**config.mk**
```make
export PLATFORM = sky130hd
export DESIGN_NAME = tsdm_queue
export DESIGN_NICKNAME = d
export VERILOG_FILES = /design/src/tsdm_pkg.sv /design/src/tsdm_queue.sv
export SDC_FILE = /design/constraint.sdc
export NUM_CORES = 1
export LEC_CHECK = 0
export BUFFER_PORTS_ARGS = -buffer_cell sky130_fd_sc_hd__buf_2
export CAP_MARGIN = 20
export CORE_ASPECT_RATIO = 1.2
export CORE_MARGIN = 2
export CORE_UTILIZATION = 40
export DETAILED_ROUTE_END_ITERATION = 12
export PLACE_DENSITY = 0.6
export SLEW_MARGIN = 10
export SYNTH_ARGS = -nofsm -noshare
export SYNTH_HDL_FRONTEND = slang
export SYNTH_SLANG_ARGS = --single-unit
```
**constraint.sdc**
```tcl
create_clock -name clk -period 2.01 [get_ports clk]
set_clock_uncertainty 0.1 [all_clocks]
set_input_delay 0.402 -clock clk [delete_from_list [all_inputs] [get_ports clk]]
set_output_delay 0.402 -clock clk [all_outputs]
set_load 0.05 [all_outputs]
```
**src/tsdm_pkg.sv**
```systemverilog
// Shared types, constants and lookup functions for the tared scale display multiplexer.
package tsdm_pkg;

  localparam int DIGIT_COUNT = 5;
  localparam int QUEUE_DEPTH = 4;

  localparam int READING_W = 24;
  localparam int NET_W     = 25;
  localparam int LIMIT_W   = 25;
  localparam int POS_W     = 3;
  localparam int HIST_W    = 16;
  localparam int SEG_W     = 8;
  localparam int RECIP_W   = 25;
  localparam int SHIFT_W   = 6;
  localparam int PROD_W    = READING_W + RECIP_W;
  localparam int QUOT10_W  = 21;

  localparam logic [HIST_W-1:0] HIST_FORCE = 16'hE000;
  localparam logic [HIST_W-1:0] HIST_TARE  = 16'hF000;

  localparam logic signed [LIMIT_W-1:0] LOW_LIMIT_RESET  = -25'sd9;
  localparam logic signed [LIMIT_W-1:0] HIGH_LIMIT_RESET = 25'sd10010;

  localparam logic [RECIP_W-1:0] MOD10_RECIP = 25'd26843546;
  localparam int                 MOD10_SHIFT = 28;

  localparam logic [SEG_W-1:0] SEG_DP = 8'h01;

  typedef enum logic [0:0] {
    REG_LOW_LIMIT  = 1'b0,
    REG_HIGH_LIMIT = 1'b1
  } reg_index_t;

  typedef struct packed {
    logic [READING_W-1:0] mag;
    logic [POS_W-1:0]     pos;
    logic                 err;
    logic                 tare;
  } entry_t;

  // ceil(2^s / 10^k) with s = 24 + ceil(log2(10^k)): exact quotient for 24-bit dividends
  function automatic logic [RECIP_W-1:0] div_recip(input logic [POS_W-1:0] pos);
    logic [RECIP_W-1:0] r;
    unique case (pos)
      3'd0:    r = 25'd27487791;
      3'd1:    r = 25'd17179870;
      3'd2:    r = 25'd21474837;
      3'd3:    r = 25'd26843546;
      default: r = 25'd16777216;
    endcase
    return r;
  endfunction

  function automatic logic [SHIFT_W-1:0] div_shift(input logic [POS_W-1:0] pos);
    logic [SHIFT_W-1:0] s;
    unique case (pos)
      3'd0:    s = 6'd38;
      3'd1:    s = 6'd34;
      3'd2:    s = 6'd31;
      3'd3:    s = 6'd28;
      default: s = 6'd24;
    endcase
    return s;
  endfunction

  function automatic logic [SEG_W-1:0] digit_glyph(input logic [3:0] d);
    logic [SEG_W-1:0] g;
    unique case (d)
      4'd0:    g = 8'h7E;
      4'd1:    g = 8'h0C;
      4'd2:    g = 8'hB6;
      4'd3:    g = 8'h9E;
      4'd4:    g = 8'hCC;
      4'd5:    g = 8'hDA;
      4'd6:    g = 8'hFA;
      4'd7:    g = 8'h4E;
      4'd8:    g = 8'hFE;
      4'd9:    g = 8'hDE;
      default: g = 8'h7E;
    endcase
    return g;
  endfunction

  function automatic logic [SEG_W-1:0] error_glyph(input logic [POS_W-1:0] pos);
    logic [SEG_W-1:0] g;
    unique case (pos)
      3'd0:    g = 8'hF2;
      3'd3:    g = 8'hB8;
      default: g = 8'hA0;
    endcase
    return g;
  endfunction

endpackage

```
**src/tsdm_queue.sv**
```systemverilog
// Short register-file queue between the front end and the digit pipeline.
module tsdm_queue #(
  parameter int DEPTH = tsdm_pkg::QUEUE_DEPTH
) (
  input  logic             clk,
  input  logic             rst,
  input  logic             push,
  input  tsdm_pkg::entry_t push_entry,
  output logic             full,
  input  logic             pop,
  output tsdm_pkg::entry_t pop_entry,
  output logic             empty
);

  localparam int PTR_W = (DEPTH > 1) ? $clog2(DEPTH) : 1;
  localparam int CNT_W = $clog2(DEPTH + 1);

  tsdm_pkg::entry_t  slots [DEPTH];
  logic [PTR_W-1:0]  wr_ptr;
  logic [PTR_W-1:0]  rd_ptr;
  logic [CNT_W-1:0]  count;

  assign full      = (count == CNT_W'(DEPTH));
  assign empty     = (count == '0);
  assign pop_entry = slots[rd_ptr];

  always_ff @(posedge clk) begin
    if (push) begin
      slots[wr_ptr] <= push_entry;
    end
  end

  always_ff @(posedge clk) begin
    if (rst) begin
      wr_ptr <= '0;
      rd_ptr <= '0;
      count  <= '0;
    end else begin
      if (push) begin
        wr_ptr <= (wr_ptr == PTR_W'(DEPTH - 1)) ? '0 : wr_ptr + PTR_W'(1);
      end
      if (pop) begin
        rd_ptr <= (rd_ptr == PTR_W'(DEPTH - 1)) ? '0 : rd_ptr + PTR_W'(1);
      end
      if (push && !pop) begin
        count <= count + CNT_W'(1);
      end else if (pop && !push) begin
        count <= count - CNT_W'(1);
      end
    end
  end

  a_no_overflow: assert property (@(posedge clk) disable iff (rst)
    full |-> !push)
    else $error("push into full queue");

  a_no_underflow: assert property (@(posedge clk) disable iff (rst)
    empty |-> !pop)
    else $error("pop from empty queue");

  a_count_up: assert property (@(posedge clk) disable iff (rst)
    push && !pop |=> count == $past(count) + CNT_W'(1))
    else $error("queue count mismatch");

endmodule

```
==> impl_metrics.tcl <==
set metrics [dict create \
    grt_pass1_vias 2297 \
    fin_ws_ps -193 \
    ys.flop_type "edfxtp_1" \
    violations "negative setup slack" \
    avgSynthCellArea_sq_um 23.8 \
    hpwl_mm 4.77 \
    fin_setup_tns_ps -4400 \
    outcome "finished with violations" \
    drive_gt1_share_pct 47.5 \
    ant_nets 0 \
    synth-xor-area-share_pct 0.378 \
    drv_cap 0 \
    synth_top_family_by_area "multiplexers" \
    fin_util_pct 52.6 \
    syn_inst 195 \
    htree_levels 4 \
    dp.cells 420 \
    n_antenna_cell 0 \
    core-area_sq_um 11400 \
    synthAdderAreaFrac_pct 2.05 \
    maxSlewViolCount 0 \
    crit_type "flop to output pin" \
    path_clk_slew_ps 50 \
    hold_path_class "primary input to flop" \
    die-area_sq_um 12500 \
    clk_latency_ps 400 \
    multi_input_area_sq_um 903 \
    start_util_pct 40.6 \
    cp.required_ps 1510 \
    io_buffer_count 63 \
    layout.nets 323 \
    crit_fanout 13 \
    tritoncts "built" \
    drt_pass1_iterations 4 \
    synth_edf_count 116 \
    synth-simple-area-share_pct 1.67 \
    fin_crit_sh_pct 110 \
    first_iter_violations 92 \
    final_hold_viol_count 0 \
    use_met2_pct 22.0 \
    wl_per_cell_um 17.5 \
    dp_slack_ps 46.5 \
    ys_ff_latch 125 \
    power.density_nw_per_um2 1130 \
    vias 2201 \
    synth_cell_type_count 21 \
    rsz0062_at_grt "true" \
    die_y_um 122 \
    period_needed_ps 2200 \
    netlist_area_sq_um 4630 \
    synth_compound_area_share_pct 0.324 \
    area_growth_pct 29.4 \
    grt_pass1_wl_mm 12.4 \
    grt-ovfl-total 0 \
    grt.total_usage_pct 14.3 \
    synthArstFlopShare_pct 0 \
    worst_pin_slew_ps 293 \
    ys.warnings.count 0 \
    syn-num-nets 235 \
    maxSlewHeadroom_pct 80.5 \
    power.total_mw 6.75 \
    p_leak_nw 2.11 \
    muxShareOfSynthArea_pct 15.0 \
    ir_worst_vdd_uv 516 \
    rows 43 \
    clock_path_buffers 2 \
    via_per_inst 4.87 \
    antenna_found_initial 1 \
    ioPinCount 64 \
    fin_cells 452 \
    gp_congestion 0.654 \
    finalSetupViolCount 29 \
    ff_latch_area_sq_um 3670 \
    crit_arrival_ps 1700 \
    cts_inserted_buffers 17 \
    cts_sinks 125 \
    clockRootBuffer "clkbuf_16" \
    busiest_layer "met2" \
    regToRegSetupSlack_ps 450 \
    drc 0 \
    yosysSeqAreaShare_pct 79.1 \
    cts_setup_buffers 0 \
    start_kind "flop" \
    die_w_um 102 \
    n_fill_cell 943 \
    grt_start_max_net_pins 30 \
    grtUsageMet1_pct 17.2 \
    setup.worst_path.end_class "output pin" \
    fmax_mhz 454 \
    wirelength_mm 7.92 \
    use_met3_pct 7.17 \
]
-- routing by layer --
layer / part of all wire, % / vias up
met5: 0.088 / -
met4: 1.2 / 2
met3: 5.0 / 10
met2: 51 / 61
met1: 43 / 1144
li1: - / 984
-- worst max-delay path: stages, from the launching register on --
cell	delay, ps
dfxtp_4	400
buf_12	180
mux4_2	530
buf_6	170
-- where the power goes --
part | switching, mW | leakage (nW) | total [mW] | internal [mW]
logic | 0.556 | 0.691 | 0.916 | 0.359
registers | 0.0433 | 1.14 | 3.02 | 2.98
clock network | 1.02 | 0.279 | 2.82 | 1.79
-- Yosys cell counts (2+ instances only) --
library cell  number  area (sq um)
dfxtp_1            9           180
mux4_2            28           631
edfxtp_1         116          3480
nor2_1             7          26.3
nor3b_1            2          15.0
buf_2              2          10.0
xor2_1             2          17.5
a21oi_1            2          10.0
and2_1             4          25.0
inv_1              4          15.0
mux2i_1            4          40.0
ha_1               6          75.1
-- per-stage QoR --
step                instance area [sq um]  hold slack (ps)
floorplan                            4630              360
global placement                     5230              391
detailed placement                   5230              400
CTS                                  5990             81.5
global route                         5990             81.2
finish                               5990              106
-- cell families (layout without fill, tap and decap cells) --
group	Yosys count	count (layout)
muxes	33	33
DFF	125	125
AOI/OAI and AO/OA	3	3
buffers and inverters	10	110
adders and majority gates	7	7
xor gates and xnor gates	2	2
and+or+nand+nor	15	15
-- worst paths after layout --
kind,start,to,cells after the start
worst max-delay path,flop,pop_entry[2],3
worst min-delay path,push_entry[7],slots[1][7]$_DFFE_PP_,1
worst max register to register,count[0]$_SDFFE_PP0P_,count[2]$_SDFFE_PP0P_,4
worst min register to register,count[2]$_SDFFE_PP0P_,count[2]$_SDFFE_PP0P_,2
-- cell type report --
type	count	area share (%)
flip-flops and latches	125	61.2
inverters	4	0.250
clock buffers	17	7.10
well taps	157	3.28
repair buffers	75	11.0
clock inverters	14	2.15
multi-input cells	60	15.1
-- layout by cell type (no fill, tap or decap) --
cell        synthesis  final
a21oi_1             2      2
and2_2              0      4
buf_12              1      4
buf_16              0      1
buf_2               2     34
buf_4               1      7
buf_6               1     29
bufinv_16           0      2
clkbuf_16           0     17
clkinv_1            0      1
clkinv_2            0      8
clkinv_4            0      2
clkinvlp_4          0      1
dfxtp_1             9      7
dfxtp_2             0      1
dfxtp_4             0      1
edfxtp_1          116    116
fa_1                1      1
ha_1                6      6
inv_1               4      4
mux2i_1             4      4
mux4_2             28     29
nor2_1              7      7
nor3_1              1      1
nor3b_1             2      2
o21ai_0             1      1
or3_1               1      1
xor2_1              2      2
-- flip-flops by register name, indices dropped and copies added (netlist names), named ones only --
signal / cells
slots: 116
wr_ptr: 2
count: 3
rd_ptr: 2
-- timing repair --
item                       in CTS  in global routing
resized for setup              61                  0
pin swaps                       0                  0
hold buffers                    0                  0
setup endpoints to repair      29                 29
gates cloned                    1                  0
Note: power is estimated with default switching activity, not from simulation.
