$ cat src/tsdm_pkg.sv
// Shared types, constants and lookup functions for the tared scale display multiplexer.
package tsdm_pkg;

  localparam int DIGIT_COUNT = 5;
  localparam int QUEUE_DEPTH = 4;

  localparam int READING_W = 24;
  localparam int NET_W     = 25;
  localparam int LIMIT_W   = 25;
  localparam int POS_W     = 3;
  localparam int HIST_W    = 16;
  localparam int SEG_W     = 8;
  localparam int RECIP_W   = 25;
  localparam int SHIFT_W   = 6;
  localparam int PROD_W    = READING_W + RECIP_W;
  localparam int QUOT10_W  = 21;

  localparam logic [HIST_W-1:0] HIST_FORCE = 16'hE000;
  localparam logic [HIST_W-1:0] HIST_TARE  = 16'hF000;

  localparam logic signed [LIMIT_W-1:0] LOW_LIMIT_RESET  = -25'sd9;
  localparam logic signed [LIMIT_W-1:0] HIGH_LIMIT_RESET = 25'sd10010;

  localparam logic [RECIP_W-1:0] MOD10_RECIP = 25'd26843546;
  localparam int                 MOD10_SHIFT = 28;

  localparam logic [SEG_W-1:0] SEG_DP = 8'h01;

  typedef enum logic [0:0] {
    REG_LOW_LIMIT  = 1'b0,
    REG_HIGH_LIMIT = 1'b1
  } reg_index_t;

  typedef struct packed {
    logic [READING_W-1:0] mag;
    logic [POS_W-1:0]     pos;
    logic                 err;
    logic                 tare;
  } entry_t;

  // ceil(2^s / 10^k) with s = 24 + ceil(log2(10^k)): exact quotient for 24-bit dividends
  function automatic logic [RECIP_W-1:0] div_recip(input logic [POS_W-1:0] pos);
    logic [RECIP_W-1:0] r;
    unique case (pos)
      3'd0:    r = 25'd27487791;
      3'd1:    r = 25'd17179870;
      3'd2:    r = 25'd21474837;
      3'd3:    r = 25'd26843546;
      default: r = 25'd16777216;
    endcase
    return r;
  endfunction

  function automatic logic [SHIFT_W-1:0] div_shift(input logic [POS_W-1:0] pos);
    logic [SHIFT_W-1:0] s;
    unique case (pos)
      3'd0:    s = 6'd38;
      3'd1:    s = 6'd34;
      3'd2:    s = 6'd31;
      3'd3:    s = 6'd28;
      default: s = 6'd24;
    endcase
    return s;
  endfunction

  function automatic logic [SEG_W-1:0] digit_glyph(input logic [3:0] d);
    logic [SEG_W-1:0] g;
    unique case (d)
      4'd0:    g = 8'h7E;
      4'd1:    g = 8'h0C;
      4'd2:    g = 8'hB6;
      4'd3:    g = 8'h9E;
      4'd4:    g = 8'hCC;
      4'd5:    g = 8'hDA;
      4'd6:    g = 8'hFA;
      4'd7:    g = 8'h4E;
      4'd8:    g = 8'hFE;
      4'd9:    g = 8'hDE;
      default: g = 8'h7E;
    endcase
    return g;
  endfunction

  function automatic logic [SEG_W-1:0] error_glyph(input logic [POS_W-1:0] pos);
    logic [SEG_W-1:0] g;
    unique case (pos)
      3'd0:    g = 8'hF2;
      3'd3:    g = 8'hB8;
      default: g = 8'hA0;
    endcase
    return g;
  endfunction

endpackage

$ cat src/tsdm_front.sv
// Front end: limit registers, tare and debounce state, net weight and classification.
module tsdm_front (
  input  logic                                 clk,
  input  logic                                 rst,
  input  logic                                 cfg_write_enable,
  input  logic [0:0]                           cfg_index,
  input  logic [tsdm_pkg::LIMIT_W-1:0]         cfg_data,
  input  logic                                 in_valid,
  input  logic signed [tsdm_pkg::READING_W-1:0] weight_reading,
  input  logic                                 button_level,
  input  logic                                 queue_full,
  output logic                                 push,
  output tsdm_pkg::entry_t                     push_entry
);

  logic signed [tsdm_pkg::LIMIT_W-1:0]   low_limit;
  logic signed [tsdm_pkg::LIMIT_W-1:0]   high_limit;
  logic signed [tsdm_pkg::READING_W-1:0] tare_offset;
  logic [tsdm_pkg::HIST_W-1:0]           button_history;
  logic [tsdm_pkg::POS_W-1:0]            digit_position;

  logic [tsdm_pkg::HIST_W-1:0]           button_history_next;
  logic [tsdm_pkg::POS_W-1:0]            digit_position_next;
  logic [tsdm_pkg::POS_W-1:0]            pos;
  logic signed [tsdm_pkg::NET_W-1:0]     net;
  logic                                  tare;
  logic                                  err;

  assign push = in_valid && !queue_full;

  assign button_history_next = {button_history[tsdm_pkg::HIST_W-2:0], button_level}
                               | tsdm_pkg::HIST_FORCE;
  assign tare = (button_history_next == tsdm_pkg::HIST_TARE);

  assign net = tsdm_pkg::NET_W'(weight_reading) - tsdm_pkg::NET_W'(tare_offset);
  assign err = (net < low_limit) || (net > high_limit);

  assign pos = (digit_position >= tsdm_pkg::POS_W'(tsdm_pkg::DIGIT_COUNT)) ?
               '0 : digit_position;
  assign digit_position_next = (pos == tsdm_pkg::POS_W'(tsdm_pkg::DIGIT_COUNT - 1)) ?
                               '0 : pos + tsdm_pkg::POS_W'(1);

  always_comb begin
    push_entry.mag  = net[tsdm_pkg::NET_W-1] ? '0 : net[tsdm_pkg::READING_W-1:0];
    push_entry.pos  = pos;
    push_entry.err  = err;
    push_entry.tare = tare;
  end

  always_ff @(posedge clk) begin
    if (rst) begin
      low_limit  <= tsdm_pkg::LOW_LIMIT_RESET;
      high_limit <= tsdm_pkg::HIGH_LIMIT_RESET;
    end else if (cfg_write_enable) begin
      unique case (tsdm_pkg::reg_index_t'(cfg_index))
        tsdm_pkg::REG_LOW_LIMIT:  low_limit  <= cfg_data;
        tsdm_pkg::REG_HIGH_LIMIT: high_limit <= cfg_data;
        default: ;
      endcase
    end
  end

  always_ff @(posedge clk) begin
    if (rst) begin
      tare_offset    <= '0;
      button_history <= '0;
      digit_position <= '0;
    end else if (push) begin
      button_history <= button_history_next;
      digit_position <= digit_position_next;
      if (tare) begin
        tare_offset <= weight_reading;
      end
    end
  end

  a_pos_range: assert property (@(posedge clk) disable iff (rst)
    digit_position < tsdm_pkg::POS_W'(tsdm_pkg::DIGIT_COUNT))
    else $error("digit position out of range");

  a_tare_latch: assert property (@(posedge clk) disable iff (rst)
    push && tare |=> tare_offset == $past(weight_reading))
    else $error("tare offset not latched");

  a_pos_advance: assert property (@(posedge clk) disable iff (rst)
    push && pos != tsdm_pkg::POS_W'(tsdm_pkg::DIGIT_COUNT - 1)
    |=> digit_position == $past(pos) + tsdm_pkg::POS_W'(1))
    else $error("digit position did not advance");

endmodule

$ cat config.mk
export PLATFORM = sky130hd
export DESIGN_NAME = tsdm_front
export DESIGN_NICKNAME = d
export VERILOG_FILES = /design/src/tsdm_pkg.sv /design/src/tsdm_front.sv
export SDC_FILE = /design/constraint.sdc
export NUM_CORES = 1
export LEC_CHECK = 0
export BUFFER_PORTS_ARGS = -buffer_cell sky130_fd_sc_hd__buf_2
export CAP_MARGIN = 10
export CORE_UTILIZATION = 45
export CTS_BUF_LIST = sky130_fd_sc_hd__clkbuf_4
export DETAILED_ROUTE_END_ITERATION = 12
export HOLD_SLACK_MARGIN = 0.05
export PLACE_DENSITY = 0.73
export SYNTH_ARGS = -nofsm -noshare
export SYNTH_HDL_FRONTEND = slang
export SYNTH_SLANG_ARGS = --single-unit
$ cat constraint.sdc
create_clock -name clk -period 6.25 [get_ports clk]
set_input_delay 1.25 -clock clk [delete_from_list [all_inputs] [get_ports clk]]
set_output_delay 1.25 -clock clk [all_outputs]
set_load 0.1 [all_outputs]
==> metrics <==
# IOs 86; clk buf depth 2; Setup crit start kind primary input; crit path cell chain buf_2 > ha_1 > a21oi_1 > buf_4 > a2111oi_4 > nor2_2 > o21ai_2 > a31oi_4 > xnor2_2 > ha_1 > nand4_1 > buf_4 > nor3_2 > a22oi_1 > nand3_1 > a31oi_1 > xnor2_1 > or3_4 > buf_12; core area 12800 sq um; EDFF count, synth 0; Synth area leader dfxtp_1; Net Count, Synth 926; Area Growth Syn to Fin 17.5%; Post-Syn Area per Cell 7.54 sq um; setup ws final 130 ps; max-slew violation count 0; diode count 0; top cells by area, synth dfxtp_1 (30%), ha_1 (16%), a21oi_1 (8.2%), nand2_1 (7.3%), nor2_1 (5.8%); DRC Markers 0; number of synthesized register bits just under 90; post-synthesis sequential area ratio 0.298; Crit path arrival time 4870 ps; first-pass iteration count of the detailed router 4; Netlist Area Pre-Place 5980 sq um; ys async rst share 0; CTS root buf clkbuf_4; H-tree depth 3; Wirelength per Cell between 10 and 15 um; worst skew pair latency a little under 500 ps; All-Layer GR Usage 0.217; die area about 14000 sq um; synth warn 0; Final Hold Vio Count 0; most common cell after layout, fill and taps aside nand2_1; total grt overflow 0; CTS clk-pin slew, worst paths 140 ps; # rows slightly above 40; Core Util, Final 0.550; Placed Area 6700 sq um; DR WL met2 7.14 mm; die width 117 um; Most used DFF post-synth dfxtp_1; Leakage 3.21 nW; largest net degree at the start of global routing 90; routed vias 5557; PnR Total Power about 1.5 mW; Worst Path Required approximately 5000 ps; die height between 100 and 150 um; top routing layer used met4; unique cell type count in the Yosys netlist 54; clock skew 20.1 ps; CTS Sinks 89; largest fanout on the critical path 4; Crit path max-delay family compound AO/OA/AOI/OAI gates; CP max-delay cell a2111oi_4; max_slew headroom 0.316; post-route ant nets 0; hold crit path type reg -> reg; vias per cell roughly 5.2; antenna violations before repair 0; M1 WL 6.34 mm; Worst Hold Slack between 400 and 500 ps; PD cells 209 nW/um^2; CP bufs+invs 4; worst stage delay on the critical path 410 ps; pre-CTS setup slack -47.8 ps; Peak VDD IR between 0.15 and 0.2 mV; Worst-Margin Slew around 1000 ps; Synth Instances 794; commonest cells after routing, fill and taps aside nand2_1 (116), a21oi_1 (95), nor2_1 (92); post-DP HPWL 11.3 mm; fillers 1221; routed wire length 14.8 mm; number of global-route vias before repair 5336; post-placement cell count 1045; routability cong. about 0.95; Num CTS Buffers 9; Setup Viol. Count Final 0; initial DRC count 347; Initial Utilization 0.468; Max-Cap Viols 0; post-route insts no fill approximately 1100; first-pass GRT wire length 24.2 mm; Final Cycle Share 0.979; fmax 0.163 GHz; CTS tree built; CP Capture Type output port; post-route design area 7030 sq um; Yosys top cell area share 0.298; met3 WL 960 um; status finished, final reports clean; Tmin final 6120 ps; share of layout cells above drive strength 1 0.184; port bufs between 80 and 90; kind of critical path in -> out; Layout Nets 1018; TNS Setup 0 ps
report_power, final:
part / switching, mW / internal [mW] / leakage, nW
sequential: 0.00786 / 0.588 / 0.727
clock: 0.210 / 0.130 / 0.0749
combinational: 0.360 / 0.174 / 2.41
total: 0.578 / 0.892 / 3.21
worst paths after layout:
path / from / endpoint / slack [ps] / depth (start not counted)
setup / recovery: weight_reading[4] / push_entry[1] / 130 / 19
setup reg to reg: button_history[0]$_SDFFE_PP0P_ / tare_offset[0]$_SDFFE_PP0P_ / 4110 / 6
hold reg to reg: low_limit[3]$_SDFFE_PP0P_ / low_limit[3]$_SDFFE_PP0P_ / 460 / 2
hold / removal: low_limit[3]$_SDFFE_PP0P_ / low_limit[3]$_SDFFE_PP0P_ / 460 / 2
synthesized netlist by cell type (all sizes together) (2+ instances only):
library cell	number
nand2b	7
and2	21
nand2	116
xnor2	11
nor2	93
o31a	2
or3	2
nor3	7
clkbuf	29
nand3b	11
inv	83
o211ai	3
o21ai	21
o21a	4
a21o	10
xor2	10
nand4	13
a21oi	98
ha	75
nor2b	4
mux2i	3
a211oi	6
nand3	9
nand4b	2
or2	2
a211o	24
nor4	3
dfxtp	89
a31oi	6
o31ai	3
o21bai	2
buf	9
flip-flops by register name, summed over array words and instances (netlist names):
| name | flops |
|---|---|
| button_history | 12 |
| tare_offset | 24 |
| digit_position | 3 |
| high_limit | 25 |
| low_limit | 25 |
area by class of cell:
class	instances	area, sq um	area share
Multi-Input combinational cell	583	3880	0.552
Clock buffer	11	82.6	0.0118
Clock inverter	5	55.1	0.00783
Tap cell	172	215	0.0306
Sequential cell	89	1780	0.254
Inverter	84	315	0.0449
Timing Repair Buffer	119	699	0.0995
per-layer routing:
layer / global-route usage / vias to the layer above
li1: - / 2873
met1: 0.251 / 2524
met2: 0.375 / 136
met3: 0.0642 / 24
met4: 0.0844 / 0
met5: 0 / -
repair_timing:
item | in CTS | in global routing
buffers inserted | 0 | 2
pin swaps | 0 | 17
endpoints found under the setup margin | 1 | 1
resized for setup | 3 | 27
hold buffers | 0 | 0
cells by family (layout without fill, tap and decap cells):
logic type / count (synthesis) / in the layout / synth area share
xor+xnor: 21 / 21 / 0.0307
flops: 89 / 89 / 0.298
compound gates: 189 / 189 / 0.200
mux: 3 / 3 / 0.00502
simple gates: 294 / 294 / 0.225
buf+inv: 122 / 219 / 0.0816
fa+ha+maj: 76 / 76 / 0.160
worst reg2reg max path: stages (launching register included):
cell	delay (ps)
dfxtp_1	350
or4_4	540
nor4b_4	270
and2_1	160
buf_4	380
mux2i_1	250
nor2_1	60
Power figures use the tool's default switching activity.
